## src/design/apsc_pkg.sv

```systemverilog
// Shared constants for the alignment path sanity checker.
package apsc_pkg;

  localparam int LEN_BITS_DEFAULT = 32;

  localparam int OP_W     = 3;
  localparam int STATUS_W = 3;
  localparam int SPAN_W   = 32;
  localparam int CFG_IDX_W  = 3;
  localparam int CFG_DATA_W = 40;
  localparam int EXP_LEN_W  = 32;
  localparam int REF_LEN_W  = 32;
  localparam int POS_W      = 40;

  localparam logic [SPAN_W-1:0] SPAN_MAX = '1;

  typedef enum logic [OP_W-1:0] {
    OP_MATCH    = 3'd0,
    OP_EQUAL    = 3'd1,
    OP_MISMATCH = 3'd2,
    OP_INS      = 3'd3,
    OP_DEL      = 3'd4,
    OP_CLIP     = 3'd5,
    OP_RSVD6    = 3'd6,
    OP_RSVD7    = 3'd7
  } edit_op_t;

  typedef enum logic [STATUS_W-1:0] {
    ST_OK         = 3'd0,
    ST_INDEL      = 3'd1,
    ST_READ_LEN   = 3'd2,
    ST_TOO_LONG   = 3'd3,
    ST_OUT_BOUNDS = 3'd4
  } status_t;

  localparam logic [CFG_IDX_W-1:0] REG_READ_CHECK_EN = 3'd0;
  localparam logic [CFG_IDX_W-1:0] REG_EXP_READ_LEN  = 3'd1;
  localparam logic [CFG_IDX_W-1:0] REG_REF_CHECK_EN  = 3'd2;
  localparam logic [CFG_IDX_W-1:0] REG_REF_LEN       = 3'd3;
  localparam logic [CFG_IDX_W-1:0] REG_REF_START     = 3'd4;
  localparam logic [CFG_IDX_W-1:0] REG_HIT_POS       = 3'd5;

  typedef struct packed {
    logic step;
    logic last;
  } tally_ctl_t;

endpackage

```

## src/design/apsc_tally.sv

```systemverilog
// Path state: saturating read and reference counters, previous operation and indel flag.
module apsc_tally #(
  parameter int LEN_BITS = apsc_pkg::LEN_BITS_DEFAULT
) (
  input  logic                clk,
  input  logic                rst_n,
  input  apsc_pkg::tally_ctl_t ctl,
  input  apsc_pkg::edit_op_t  op,
  output logic [LEN_BITS-1:0] read_cnt,
  output logic [LEN_BITS-1:0] ref_cnt,
  output logic                indel
);

  apsc_pkg::edit_op_t  prev_op_r;
  logic                prev_valid_r;
  logic [LEN_BITS-1:0] read_cnt_r;
  logic [LEN_BITS-1:0] ref_cnt_r;
  logic                indel_r;

  logic on_read;
  logic on_ref;

  always_comb begin
    on_read = (op == apsc_pkg::OP_MATCH) || (op == apsc_pkg::OP_EQUAL) ||
              (op == apsc_pkg::OP_MISMATCH) || (op == apsc_pkg::OP_INS) ||
              (op == apsc_pkg::OP_CLIP);
    on_ref  = (op == apsc_pkg::OP_MATCH) || (op == apsc_pkg::OP_EQUAL) ||
              (op == apsc_pkg::OP_MISMATCH) || (op == apsc_pkg::OP_DEL);
    read_cnt = (on_read && (read_cnt_r != '1)) ? read_cnt_r + LEN_BITS'(1) : read_cnt_r;
    ref_cnt  = (on_ref && (ref_cnt_r != '1)) ? ref_cnt_r + LEN_BITS'(1) : ref_cnt_r;
    indel    = indel_r ||
               (prev_valid_r &&
                (((prev_op_r == apsc_pkg::OP_INS) && (op == apsc_pkg::OP_DEL)) ||
                 ((prev_op_r == apsc_pkg::OP_DEL) && (op == apsc_pkg::OP_INS))));
  end

  always_ff @(posedge clk) begin
    if (!rst_n) begin
      prev_op_r    <= apsc_pkg::OP_MATCH;
      prev_valid_r <= 1'b0;
      read_cnt_r   <= '0;
      ref_cnt_r    <= '0;
      indel_r      <= 1'b0;
    end else if (ctl.step) begin
      if (ctl.last) begin
        prev_op_r    <= apsc_pkg::OP_MATCH;
        prev_valid_r <= 1'b0;
        read_cnt_r   <= '0;
        ref_cnt_r    <= '0;
        indel_r      <= 1'b0;
      end else begin
        prev_op_r    <= op;
        prev_valid_r <= 1'b1;
        read_cnt_r   <= read_cnt;
        ref_cnt_r    <= ref_cnt;
        indel_r      <= indel;
      end
    end
  end

endmodule

```

## src/design/alignment_path_sanity_checker_core.sv

```systemverilog
// Top level of the alignment path sanity checker.
//
//   Channel  Direction  Transaction
//   in_      slave      one edit operation, in_tlast marks the end of a path
//   out_     master     one status word and two spans per path
//   cfg_     write      one register write per cycle with cfg_we high
//
// An operation enters an input register and is folded into the path counters as it
// leaves that register, and a path's result lands in the output register at that edge.
// One operation per cycle is accepted unless a final operation is waiting.
// Only a final operation waits when the output register is full and stalled.
// Reset clears the path state, the configuration registers and both valid flags.
module alignment_path_sanity_checker_core #(
  parameter int LEN_BITS = apsc_pkg::LEN_BITS_DEFAULT
) (
  input  logic        clk,
  input  logic        rst_n,
  input  logic        in_tvalid,
  output logic        in_tready,
  input  logic [7:0]  in_tdata,   // [2:0] edit_op, rest zero
  input  logic        in_tlast,   // last_op
  output logic        out_tvalid,
  input  logic        out_tready,
  output logic [71:0] out_tdata,  // [2:0] status, [34:3] read_span, [66:35] ref_span
  input  logic                             cfg_we,
  input  logic [apsc_pkg::CFG_IDX_W-1:0]   cfg_addr,
  input  logic [apsc_pkg::CFG_DATA_W-1:0]  cfg_wdata
);

  localparam int CW = ((LEN_BITS > apsc_pkg::POS_W) ? LEN_BITS : apsc_pkg::POS_W) + 1;

  logic                              read_en_r;
  logic [apsc_pkg::EXP_LEN_W-1:0]    exp_len_r;
  logic                              ref_en_r;
  logic [apsc_pkg::REF_LEN_W-1:0]    ref_len_r;
  logic [apsc_pkg::POS_W-1:0]        seq_base_r;
  logic [apsc_pkg::POS_W-1:0]        hit_pos_r;

  logic               s1_valid_r;
  apsc_pkg::edit_op_t s1_op_r;
  logic               s1_last_r;

  logic                            out_valid_r;
  apsc_pkg::status_t               status_r;
  logic [apsc_pkg::SPAN_W-1:0]     read_span_r;
  logic [apsc_pkg::SPAN_W-1:0]     ref_span_r;

  apsc_pkg::tally_ctl_t  ctl;
  logic [LEN_BITS-1:0]   read_cnt;
  logic [LEN_BITS-1:0]   ref_cnt;
  logic                  indel;
  logic                  out_free;
  logic                  s1_adv;

  logic [CW-1:0]               read_ext;
  logic [CW-1:0]               ref_ext;
  logic [CW-1:0]               span_end;
  logic [CW-1:0]               ref_end;
  apsc_pkg::status_t           status_nxt;
  logic [apsc_pkg::SPAN_W-1:0] read_span_nxt;
  logic [apsc_pkg::SPAN_W-1:0] ref_span_nxt;

  assign out_free  = !out_valid_r || out_tready;
  assign s1_adv    = s1_valid_r && (!s1_last_r || out_free);
  assign in_tready = !s1_valid_r || s1_adv;
  assign ctl.step  = s1_adv;
  assign ctl.last  = s1_last_r;

  apsc_tally #(
    .LEN_BITS(LEN_BITS)
  ) u_tally (
    .clk     (clk),
    .rst_n   (rst_n),
    .ctl     (ctl),
    .op      (s1_op_r),
    .read_cnt(read_cnt),
    .ref_cnt (ref_cnt),
    .indel   (indel)
  );

  always_comb begin
    read_ext = CW'(read_cnt);
    ref_ext  = CW'(ref_cnt);
    span_end = CW'(hit_pos_r) + ref_ext;
    ref_end  = CW'(seq_base_r) + CW'(ref_len_r);
    read_span_nxt = (read_ext > CW'(apsc_pkg::SPAN_MAX)) ? apsc_pkg::SPAN_MAX
                                                         : read_ext[apsc_pkg::SPAN_W-1:0];
    ref_span_nxt  = (ref_ext > CW'(apsc_pkg::SPAN_MAX)) ? apsc_pkg::SPAN_MAX
                                                        : ref_ext[apsc_pkg::SPAN_W-1:0];
    priority if (indel) begin
      status_nxt = apsc_pkg::ST_INDEL;
    end else if (read_en_r && (read_ext != CW'(exp_len_r))) begin
      status_nxt = apsc_pkg::ST_READ_LEN;
    end else if (ref_en_r && (ref_ext > CW'(ref_len_r))) begin
      status_nxt = apsc_pkg::ST_TOO_LONG;
    end else if (ref_en_r && (span_end > ref_end)) begin
      status_nxt = apsc_pkg::ST_OUT_BOUNDS;
    end else begin
      status_nxt = apsc_pkg::ST_OK;
    end
  end

  always_ff @(posedge clk) begin
    if (!rst_n) begin
      read_en_r   <= 1'b0;
      exp_len_r   <= '0;
      ref_en_r    <= 1'b0;
      ref_len_r   <= '0;
      seq_base_r  <= '0;
      hit_pos_r   <= '0;
    end else if (cfg_we) begin
      unique case (cfg_addr)
        apsc_pkg::REG_READ_CHECK_EN: read_en_r   <= cfg_wdata[0];
        apsc_pkg::REG_EXP_READ_LEN:  exp_len_r   <= cfg_wdata[apsc_pkg::EXP_LEN_W-1:0];
        apsc_pkg::REG_REF_CHECK_EN:  ref_en_r    <= cfg_wdata[0];
        apsc_pkg::REG_REF_LEN:       ref_len_r   <= cfg_wdata[apsc_pkg::REF_LEN_W-1:0];
        apsc_pkg::REG_REF_START:     seq_base_r  <= cfg_wdata[apsc_pkg::POS_W-1:0];
        apsc_pkg::REG_HIT_POS:       hit_pos_r   <= cfg_wdata[apsc_pkg::POS_W-1:0];
        default: begin
        end
      endcase
    end
  end

  always_ff @(posedge clk) begin
    if (!rst_n) begin
      s1_valid_r <= 1'b0;
    end else if (in_tready) begin
      s1_valid_r <= in_tvalid;
    end
  end

  always_ff @(posedge clk) begin
    if (in_tready && in_tvalid) begin
      s1_op_r   <= apsc_pkg::edit_op_t'(in_tdata[apsc_pkg::OP_W-1:0]);
      s1_last_r <= in_tlast;
    end
  end

  always_ff @(posedge clk) begin
    if (!rst_n) begin
      out_valid_r <= 1'b0;
    end else if (s1_adv && s1_last_r) begin
      out_valid_r <= 1'b1;
    end else if (out_tready) begin
      out_valid_r <= 1'b0;
    end
  end

  always_ff @(posedge clk) begin
    if (s1_adv && s1_last_r) begin
      status_r    <= status_nxt;
      read_span_r <= read_span_nxt;
      ref_span_r  <= ref_span_nxt;
    end
  end

  assign out_tvalid = out_valid_r;
  assign out_tdata  = {5'd0, ref_span_r, read_span_r, status_r};

endmodule
```

## config.mk

```make
export PLATFORM = sky130hd
export DESIGN_NAME = alignment_path_sanity_checker_core
export DESIGN_NICKNAME = d
export VERILOG_FILES = /design/src/design/apsc_pkg.sv /design/src/design/apsc_tally.sv /design/src/design/alignment_path_sanity_checker_core.sv
export SDC_FILE = /design/constraint.sdc
export NUM_CORES = 1
export LEC_CHECK = 0
export BUFFER_PORTS_ARGS = -buffer_cell sky130_fd_sc_hd__buf_2
export CAP_MARGIN = 25
export CELL_PAD_IN_SITES_DETAIL_PLACEMENT = 1
export CELL_PAD_IN_SITES_GLOBAL_PLACEMENT = 1
export CORE_ASPECT_RATIO = 0.75
export CORE_MARGIN = 1
export CORE_UTILIZATION = 47
export CTS_CLUSTER_DIAMETER = 100
export DETAILED_ROUTE_END_ITERATION = 8
export PLACE_DENSITY_LB_ADDON = 0.25
export RECOVER_POWER = 100
export SLEW_MARGIN = 0
export SYNTH_ARGS = -nofsm -noshare
export SYNTH_HDL_FRONTEND = slang
export SYNTH_SLANG_ARGS = --single-unit
```

## constraint.sdc

```tcl
create_clock -name clk -period 7.1 [get_ports clk]
set_clock_uncertainty 0.2 [all_clocks]
set_input_delay 0.355 -clock clk [delete_from_list [all_inputs] [get_ports clk]]
set_output_delay 0.355 -clock clk [all_outputs]
set_load 0.01 [all_outputs]
```

; ---- Yosys cells after proc, flatten, opt, wreduce, memory -nomap -nowiden
; Cells that the tools add are included.
[totals]
regBits = 288
latch_bits = 0
mem_bits_rw = 0
rom_bits = 0
inputBits = 57
out_inout_bits = 74
elab_cells = 86
mem_count = 0
[op_classes]
n_addsub = 4
n_mul = 0
div = 0
order_cmp = 2
eq_ne = 15
shifts = 0
muxes = 12
n_bitwise = 0
n_reduce_logical = 34
[op_table]
columns = cell, n
row1 = $mux W32, 4
row2 = $add A40 B32 Y41, 2
row3 = $add A32 B1 Y32 const B, 2
row4 = $ne A32 B32 Y1 const B, 2
row5 = $gt A41 B41 Y1, 1
row6 = $gt A32 B32 Y1, 1
row7 = $ne A32 B32 Y1, 1
row8 = $eq A3 B2 Y1 const B, 5
row9 = $eq A3 B3 Y1 const B, 5
row10 = $reduce_and A2 Y1, 6
row11 = $logic_and A1 B1 Y1, 11
row12 = $logic_or A1 B1 Y1, 10
row13 = $eq A3 B1 Y1 const B, 2
row14 = $logic_not A3 Y1, 2
row15 = $mux W3, 2
row16 = $mux W1, 4
row17 = $mux W2, 2
row18 = $logic_not A1 Y1, 3
row19 = $reduce_or A3 Y1, 1
row20 = $reduce_bool A2 Y1, 1

; ---- Logic depth before layout (Yosys ltp)
; Gate-level depths: netlist (run 1).
[logic_depth]
ltp_word = 12
mapped_depth = 29
ltp_nobuf = 28

; ---- Modules after synthesis
; From an unflattened synthesis (run 1), not the netlist that was laid out.
[hier_totals]
cells_unflattened = 2112
hier_area_um2 = 18072.3
[by_module_without_submodules]
columns = module, n_inst, cells_per_inst, area_each_um2, seq_area_each_um2
row1 = alignment_path_sanity_checker_core, 1, 1522, 13407.9, 5094.9
row2 = apsc_tally, 1, 590, 4664.5, 1381.3

; ---- Worst setup path after synthesis (run 1)
; OpenSTA, ideal clock, no wires.
[synth_path]
path_type = register -> register
start = register s1_op_r[2]
end = register status_r[2] (data pin)
setup_ps = 260
arrival_ps = 5836
required_ps = 6640
setup_slack_ps = 804
stages_incl_launch_ff = 25
path_buffers = 1
synth_period_minus_slack_ps = 6296
cell_sequence = edfxtp_1 -> clkbuf_1 -> maj3_1 -> nor4_1 -> nand4_1 -> xnor2_1 -> ha_1 -> a21o_1 -> a21o_1 -> a2111oi_0 -> nor3_1 -> o31ai_1 -> nor4b_1 -> a2111oi_2 -> nor2_1 -> xor2_1 -> ha_1 -> a21o_1 -> a21o_1 -> a21oi_1 -> nor2_1 -> a211oi_1 -> a21oi_1 -> nand3_1 -> o22ai_1
[synth_between]
elab_chain_cells = 10
elab_cells_between_ends = 29
cone_classes = add/sub: 1 / order compare: 2 / eq/ne: 6 / mux: 3 / reduce/logical: 17
[synth_rtl]
columns = item, line
row1 = start: declaration, alignment_path_sanity_checker_core.sv:40  ; apsc_pkg::edit_op_t s1_op_r;
row2 = start signal: assignment, alignment_path_sanity_checker_core.sv:135  ; s1_op_r <= apsc_pkg::edit_op_t'(in_tdata[apsc_pkg::OP_W-1:0]);
row3 = $eq A3 B1 Y1 / $logic_not A3 Y1 (equally long branches), apsc_tally.sv:27  ; on_ref = (op == apsc_pkg::OP_MATCH) || (op == apsc_pkg::OP_EQUAL) ||
row4 = $logic_or A1 B1 Y1 (2 in a row), apsc_tally.sv:27
row5 = $logic_or A1 B1 Y1 (*), apsc_tally.sv:28  ; (op == apsc_pkg::OP_MISMATCH) || (op == apsc_pkg::OP_DEL);
row6 = $logic_and A1 B1 Y1 (*), apsc_tally.sv:30  ; ref_cnt = (on_ref && (ref_cnt_r != '1)) ? ref_cnt_r + LEN_BITS'(1) : ref_cnt_r;
row7 = $mux W32 (*), apsc_tally.sv:30
row8 = net ref_cnt[9], alignment_path_sanity_checker_core.sv:50  ; logic [LEN_BITS-1:0] ref_cnt;
row9 = $add A40 B32 Y41, alignment_path_sanity_checker_core.sv:84  ; span_end = CW'(hit_pos_r) + ref_ext;
row10 = $gt A41 B41 Y1, alignment_path_sanity_checker_core.sv:96  ; end else if (ref_en_r && (span_end > ref_end)) begin
row11 = $logic_and A1 B1 Y1, alignment_path_sanity_checker_core.sv:96
row12 = $mux W3, alignment_path_sanity_checker_core.sv:96
row13 = end signal: assignment, alignment_path_sanity_checker_core.sv:152  ; status_r <= status_nxt;
row14 = end: declaration, alignment_path_sanity_checker_core.sv:44  ; apsc_pkg::status_t status_r;
; The timed path passes the listed nets; every way through them passes the cells marked *.
; A chain may end at the register's enable or synchronous reset.

; ---- Worst setup path in the final report (run 1)
[layout_path]
start = register u_tally.ref_cnt_r[0]
end = register status_r[2] (data pin)
[layout_between]
elab_chain_cells = 7
elab_cells_between_ends = 11
cone_classes = add/sub: 2 / order compare: 2 / eq/ne: 1 / mux: 2 / reduce/logical: 4
[layout_rtl]
columns = item, line
row1 = start: declaration, apsc_tally.sv:17  ; logic [LEN_BITS-1:0] ref_cnt_r;
row2 = start signal: assignment, apsc_tally.sv:55  ; ref_cnt_r <= ref_cnt;
row3 = branches (longest 2 deep; another with $add A32 B1 Y32), -
row4 = $mux W32 (*), apsc_tally.sv:30
row5 = net ref_cnt[17], alignment_path_sanity_checker_core.sv:50
row6 = $add A40 B32 Y41, alignment_path_sanity_checker_core.sv:84
row7 = $gt A41 B41 Y1, alignment_path_sanity_checker_core.sv:96
row8 = $logic_and A1 B1 Y1, alignment_path_sanity_checker_core.sv:96
row9 = $mux W3, alignment_path_sanity_checker_core.sv:96
; Mark *: on every way through the listed nets, which the timed path passes.

==> results of run 1 <==
-- critical path: cells and delay by family, from the launching register on --
kind                     cells  cell delay (ps)
XOR/XNOR                     2              300
buffers and inverters        4              710
adder cells (fa/ha/maj)      3              940
AND/OR/NAND/NOR             13             2460
AO/OA/AOI/OAI                9             1510
flip-flops                   1              470
-- layout by cell type, fill, tap and decap left out, drive strengths merged, types with 9 or more instances in the layout --
| cell | Yosys | final |
|---|---|---|
| nand3 | 62 | 62 |
| a22oi | 24 | 24 |
| a211oi | 18 | 18 |
| dfxtp | 217 | 217 |
| clkbuf | 99 | 124 |
| a21oi | 110 | 110 |
| nand2 | 421 | 421 |
| inv | 74 | 75 |
| xnor2 | 72 | 72 |
| nor3 | 38 | 38 |
| a21boi | 158 | 158 |
| o31ai | 16 | 16 |
| ha | 140 | 140 |
| o21a | 13 | 13 |
| and4 | 10 | 10 |
| a21o | 55 | 55 |
| nand4 | 45 | 45 |
| xor2 | 70 | 70 |
| and3 | 29 | 29 |
| edfxtp | 71 | 71 |
| nand2b | 25 | 25 |
| nor4 | 20 | 20 |
| or3 | 11 | 11 |
| a2111oi | 10 | 10 |
| buf | 30 | 83 |
| dlygate4sd3 | 0 | 45 |
| a31oi | 15 | 15 |
| and2 | 19 | 19 |
| nor2 | 96 | 96 |
| nor2b | 60 | 60 |
| or2 | 9 | 9 |
| o21ai | 104 | 104 |
| o21bai | 10 | 10 |
| o211ai | 13 | 13 |
-- state kept, by name, indices dropped and copies added (netlist names), 32 cells and up --
register and flops:
seq_base_r 40, read_span_r 32, exp_len_r 32, ref_len_r 32, ref_span_r 32, u_tally.read_cnt_r 32, hit_pos_r 40, u_tally.ref_cnt_r 32
-- per-stage QoR --
step,total power (uW),cells
2_1_floorplan,1950,2275
3_3_place_gp,2070,2823
3_5_place_dp,2090,2824
4_1_cts,3860,2928
5_1_grt,3950,2929
6_report,3850,2929
-- area by class of cell --
class                      count  area (um2)  area share (%)
inverter                      74         278            1.29
clock buffer                  48         965            4.49
multi-input combinational   1784       11700            54.7
timing repair buffer         204        1260            5.85
sequential                   288        6480            30.2
tap                          520         651            3.03
clock inverter                11         109           0.507
-- layer usage --
layer | vias up | global-route usage, % | part of all wire [%]
met2 | 622 | 52.1 | 43
met1 | 9048 | 50.9 | 47
met5 | - | 0 | 0.064
li1 | 8307 | - | -
met4 | 6 | 9.98 | 2.7
met3 | 135 | 5.88 | 7.5
-- worst max path at each step --
stage	end	slack (ps)	cells after the start
floorplan	status_r[2]$_SDFFCE_PP0P_	800	24
global placement	status_r[2]$_SDFFCE_PP0P_	220	26
detailed placement	status_r[2]$_SDFFCE_PP0P_	20	26
CTS	status_r[2]$_SDFFCE_PP0P_	30	29
global route	status_r[2]$_SDFFCE_PP0P_	-30	30
finish	status_r[2]$_SDFFCE_PP0P_	240	31
-- cells by family after synthesis --
kind of cell / share of synthesized area, %
muxes: 0.218
DFF: 34.2
buffers and inverters: 4.39
other: 0.0198
adders and majority gates: 9.52
and+or+nand+nor: 22.4
AOI/OAI and AO/OA: 22.5
xor gates and xnor gates: 6.81
-- power groups by stage --
stage | Sequential (uW) | Combinational, uW | Clock, uW
final | 1720 | 365 | 1760
after global placement | 1760 | 317 | 0
after CTS | 1720 | 352 | 1780
after global routing | 1730 | 388 | 1840
after detailed placement | 1760 | 329 | 0
after floorplan | 1750 | 192 | 0
-- what timing repair did --
action | in CTS | in global routing
hold buffers | 45 | 0
resized for setup | 1 | 13
buffers inserted | 0 | 1
gates cloned | 0 | 0
endpoints found under the setup margin | 1 | 1
endpoints found under the hold margin | 147 | 0
==> out/results.ini, run 1 <==
[global_route]
grt_overflow=0
grt_start_max_net_pins=89
antenna_found_initial=3
grt_pass1_wl_um=109000
grtUsageTotal_pct=34.8
first_global_vias=18100

[yosys]
synth_top_cell_by_area=dfxtp_1
syn_area_per_cell_um2=8.33
yosysSeqAreaShare_pct=34.2
ys.flop_type=dfxtp_1
yosysMostFrequentCell=nand2_1
synth_top_area_share_pct=23.0
synth_cell_types=88
synth_top_cells_by_count=421 x nand2_1, 217 x dfxtp_1, 157 x a21boi_0, 140 x ha_1, 109 x a21oi_1
synth_seq_cells=288
syn-instance-count=2271
ys_warn_count=0
synth_area_um2=18900
synth_edf_count=71
async_flop_share_pct=0
synth.area.top_cells=dfxtp_1 23%, edfxtp_1 11%, ha_1 9.3%

[clocking]
numCtsBuffers=34
clock_sinks=288
htreeDepth=2
path_clk_slew_ps=70
clkLatencyLatePin_ps=540
tritoncts=done
cts_root_buffer=clkbuf_16
cts_buffer_depth=3

[critical_path]
crit_start=u_tally.ref_cnt_r[0]$_SDFFE_PN0P_
worstPathRequired_ps=7190
worst_path_largest_cell_delay_ps=500
crit_type=reg -> reg
startpoint_type=flop
critPathCaptureType=flop
crit_slowest_cell=nor4b_1
r2r_slack_ps=240
rr_worst_depth=31
r2r-end=status_r[2]$_SDFFCE_PP0P_
cp_common_cell=buf_4
reg2reg_from=u_tally.ref_cnt_r[0]$_SDFFE_PN0P_
crit_arrival_ps=6940
cp_max_fo=6

[die]
rows=63
die_y_um=176
start_util_pct=47.8
die-area_um2=41100
die_w_um=234
core_um2=39600
io_pins=131

[drt]
routed_wl_um=72100
drt_iter0_drc=1628
routedWlPerCell_um=24.6
vias_per_cell=6.19
drc=12
ant_nets=0
dr.pass1.iters=7
via_count=18100

[cells_and_area]
drive_gt1_share_pct=7.72
num_antenna_cells=0
syn2layout_area_growth_pct=13.5
fin_util_pct=54.3
n_fill_cell=4720
nets=2585
fin_area_um2=21500

[pwr]
combPwrFrac_pct=9.5
intPower_uw=2850
ir_drop_uv=207
pwr_density_cell_nw_per_um2=179
clkPwrFrac_pct=45.7
p_switching_uw=996
leakage_uw=0.00845
sw_frac_of_total_pct=25.9
seq_power_share_pct=44.8

[timing]
hold_viol_final=0
tns_ps=0
finalCriticalPeriod_ps=6860
worstMarginPinSlew_ps=3540
slew_headroom_pct=-136
hold_ws_ps=28.3
slew_violations=307
fmax_mhz=146
setup_slack_ps=242
finalSetupViolations=0
post-route-period-util_pct=96.6

[min_path]
hold_path.class=in -> reg
min_from=out_tready
hold_path_depth=3
hold-path-endpoint=out_tvalid$_SDFFE_PN0P_

[placement]
pre_cts_ws_ps=20.0
place.gp.congestion=1.00
hpwlAfterDp_um=53200
place_area_um2=20000
port_buffers=120

[status]
violations=DRC, capacitance limit, slew limit
status=finished, violations left

[flow_run]
max-cap-violations=6

(Power assumes the default switching activity.)
==> run 2, diff against run 1 <==
- ABC_AREA: unset -> 1
- CORE_UTILIZATION: 47 -> 45
==> out/results.ini, run 2 <==
[cells_and_area]
drive_gt1_share_pct=4.93
nets=2991
final_common_cell=nand2_1
final_cell_mix=622 x nand2_1, 327 x nor2_1, 305 x inv_1
fin_util_pct=52.5
top_regs=hit_pos_r: 40 flops, seq_base_r: 40 flops
syn2layout_area_growth_pct=13.7

[critical_path]
crit_arrival_ps=6800
reg2reg_from=u_tally.ref_cnt_r[0]$_SDFFE_PN0P_
startpoint_type=flop
cp_max_fo=9
crit_type=reg -> reg
cp_common_cell=nand2_1
r2r-end=status_r[2]$_SDFFCE_PP0P_
rr_worst_depth=32
r2r_slack_ps=560
critPathCaptureType=flop
worstPathRequired_ps=7350
worst_path_largest_cell_delay_ps=560
crit_slowest_cell=a21boi_0

[pwr]
clkPwrFrac_pct=44.3
power_uw=3970
sw_frac_of_total_pct=27.1
intPower_uw=2890
ir_drop_uv=192
leakage_uw=0.00904
p_switching_uw=1080
combPwrFrac_pct=11.6
seq_power_share_pct=44.1
pwr_density_cell_nw_per_um2=189

[min_path]
hold_path_depth=5
hold-path-endpoint=read_en_r$_SDFFE_PN0P_
min_from=cfg_we
hold_path.class=in -> reg

[yosys]
synth.area.top_cells=dfxtp_1 24%, nand2_1 13%, edfxtp_1 12%
synth_top_area_share_pct=23.6
synth_cell_types=50
synth_area_um2=18400
yosysSeqAreaShare_pct=35.2
synth_top_family_by_area=simple AND/OR/NAND/NOR gates
async_flop_share_pct=0
ys.flop_type=dfxtp_1
synth_top_cell_by_area=dfxtp_1
synthMuxAreaShare_pct=0
ys_warn_count=0
synth_seq_cells=288
syn-instance-count=2635
yosysMostFrequentCell=nand2_1
syn_area_per_cell_um2=6.99
synth-compound-area-share_pct=15.6
synth_top_cells_by_count=619 x nand2_1, 325 x nor2_1, 303 x inv_1, 268 x a21oi_1, 217 x dfxtp_1
synth_edf_count=71
yosys.area_share.xor_xnor_pct=5.18
synth-simple-area-share_pct=26.1
synth_fa_ha_area_share_pct=9.73

[die]
io_pins=131
core_um2=39900
die_w_um=236
rows=63
die_y_um=177
start_util_pct=46.2
die-area_um2=41700

[drt]
drt_iter0_drc=1235
via_count=18900
dr.pass1.iters=8
routed_wl_um=70400
routedWlPerCell_um=21.1
ant_nets=0
drc=0
vias_per_cell=5.66

[timing]
finalCriticalPeriod_ps=6540
post-route-period-util_pct=92.1
finalSetupViolations=0
tns_ps=0
fmax_mhz=153
hold_viol_final=0
worstMarginPinSlew_ps=3450
hold_ws_ps=36.6
slew_headroom_pct=-130
slew_violations=380
rsz0062_at_grt=false

[clocking]
cts_buffer_depth=3
clkLatencyLatePin_ps=600
cts_root_buffer=clkbuf_16
tritoncts=done
path_clk_slew_ps=60
htreeDepth=1
clock_sinks=288
numCtsBuffers=31

[global_route]
grt_start_max_net_pins=125
grtUsageTotal_pct=33.4
grt_pass1_wl_um=108000
grt_overflow=0
antenna_found_initial=1
first_global_vias=19200

[status]
status=finished, violations left
violations=capacitance limit, slew limit

[placement]
place.gp.congestion=0.954
port_buffers=120
hpwlAfterDp_um=53200

[flow_run]
max-cap-violations=8

run 2: changes by cell type after synthesis, moves of 98 or more:
cell      previous run  this run
inv_1               74       303
nor2_1              96       325
nand2_1            421       619
a21oi_1            109       268
a21boi_0           157         4
o21ai_0            104       202
run 2: worst max-delay path by stage:
stage                     slack (ps)                              start                   endpoint
final                            560  u_tally.ref_cnt_r[0]$_SDFFE_PN0P_  status_r[2]$_SDFFCE_PP0P_
after global routing             230  u_tally.ref_cnt_r[0]$_SDFFE_PN0P_  status_r[2]$_SDFFCE_PP0P_
after CTS                        790  u_tally.ref_cnt_r[0]$_SDFFE_PN0P_  status_r[2]$_SDFFCE_PP0P_
after detailed placement         830  u_tally.ref_cnt_r[0]$_SDFFE_PN0P_  status_r[2]$_SDFFCE_PP0P_
after global placement          1010  u_tally.ref_cnt_r[0]$_SDFFE_PN0P_  status_r[2]$_SDFFCE_PP0P_
after floorplan                 2170  u_tally.ref_cnt_r[0]$_SDFFE_PN0P_  status_r[2]$_SDFFCE_PP0P_
run 2: kinds of logic after synthesis:
family | Yosys count
flip-flops | 288
AND/OR/NAND/NOR | 1170
buffers and inverters | 383
other | 1
AO/OA/AOI/OAI | 542
adder cells (fa/ha/maj) | 142
XOR/XNOR | 109
run 2: critical path, delay by kind of cell, from the launching register on:
| family | cells | cell delay (ps) |
|---|---|---|
| buffers and inverters | 2 | 490 |
| xor gates and xnor gates | 1 | 150 |
| adders and majority gates | 3 | 880 |
| DFF | 1 | 390 |
| AOI/OAI and AO/OA | 13 | 2610 |
| and+or+nand+nor | 13 | 1650 |
run 2: final cells by class:
type,instances,area [um2]
Fill cell,5215,18900
Multi-Input combinational cell,1968,10400
Sequential cell,288,6480
Inverter,308,1160
Timing Repair Buffer,195,1150
Clock buffer,41,885
Tap cell,520,651
Clock inverter,17,199
Antenna cell,1,2.50
run 2: timing repair:
| action | 4_1_cts | 5_1_grt |
|---|---|---|
| buffers inserted | 0 | 0 |
| hold buffers | 52 | 0 |
| gates resized for setup | 0 | 0 |
| hold endpoints to repair | 142 | 0 |
run 2: metrics by stage:
step | instances | cell area, um2 | worst slack [ps]
3_3_place_gp | 3226 | 19500 | 1010
3_5_place_dp | 3226 | 19500 | 826
6_report | 3338 | 20900 | 559
2_1_floorplan | 2639 | 18400 | 2170
4_1_cts | 3336 | 21100 | 787
5_1_grt | 3338 | 20900 | 228
run 2: power by group through the flow:
stage	Sequential (uW)	Combinational, uW	Clock [uW]
2_1_floorplan	1780	273	0
6_report	1750	460	1760
3_5_place_dp	1790	426	0
3_3_place_gp	1780	405	0
4_1_cts	1750	453	1770
5_1_grt	1750	502	1840
run 2: routing by layer:
metal  part of all wire, %  vias to the layer above  wire, um  track usage, %
met5                     0                        -         0               0
met4                   3.4                        0      2380            10.9
met3                   6.3                      134      4410            4.37
met2                    43                      594     30300            52.7
met1                    47                     9200     33200            47.2
li1                      -                     8979         -               -
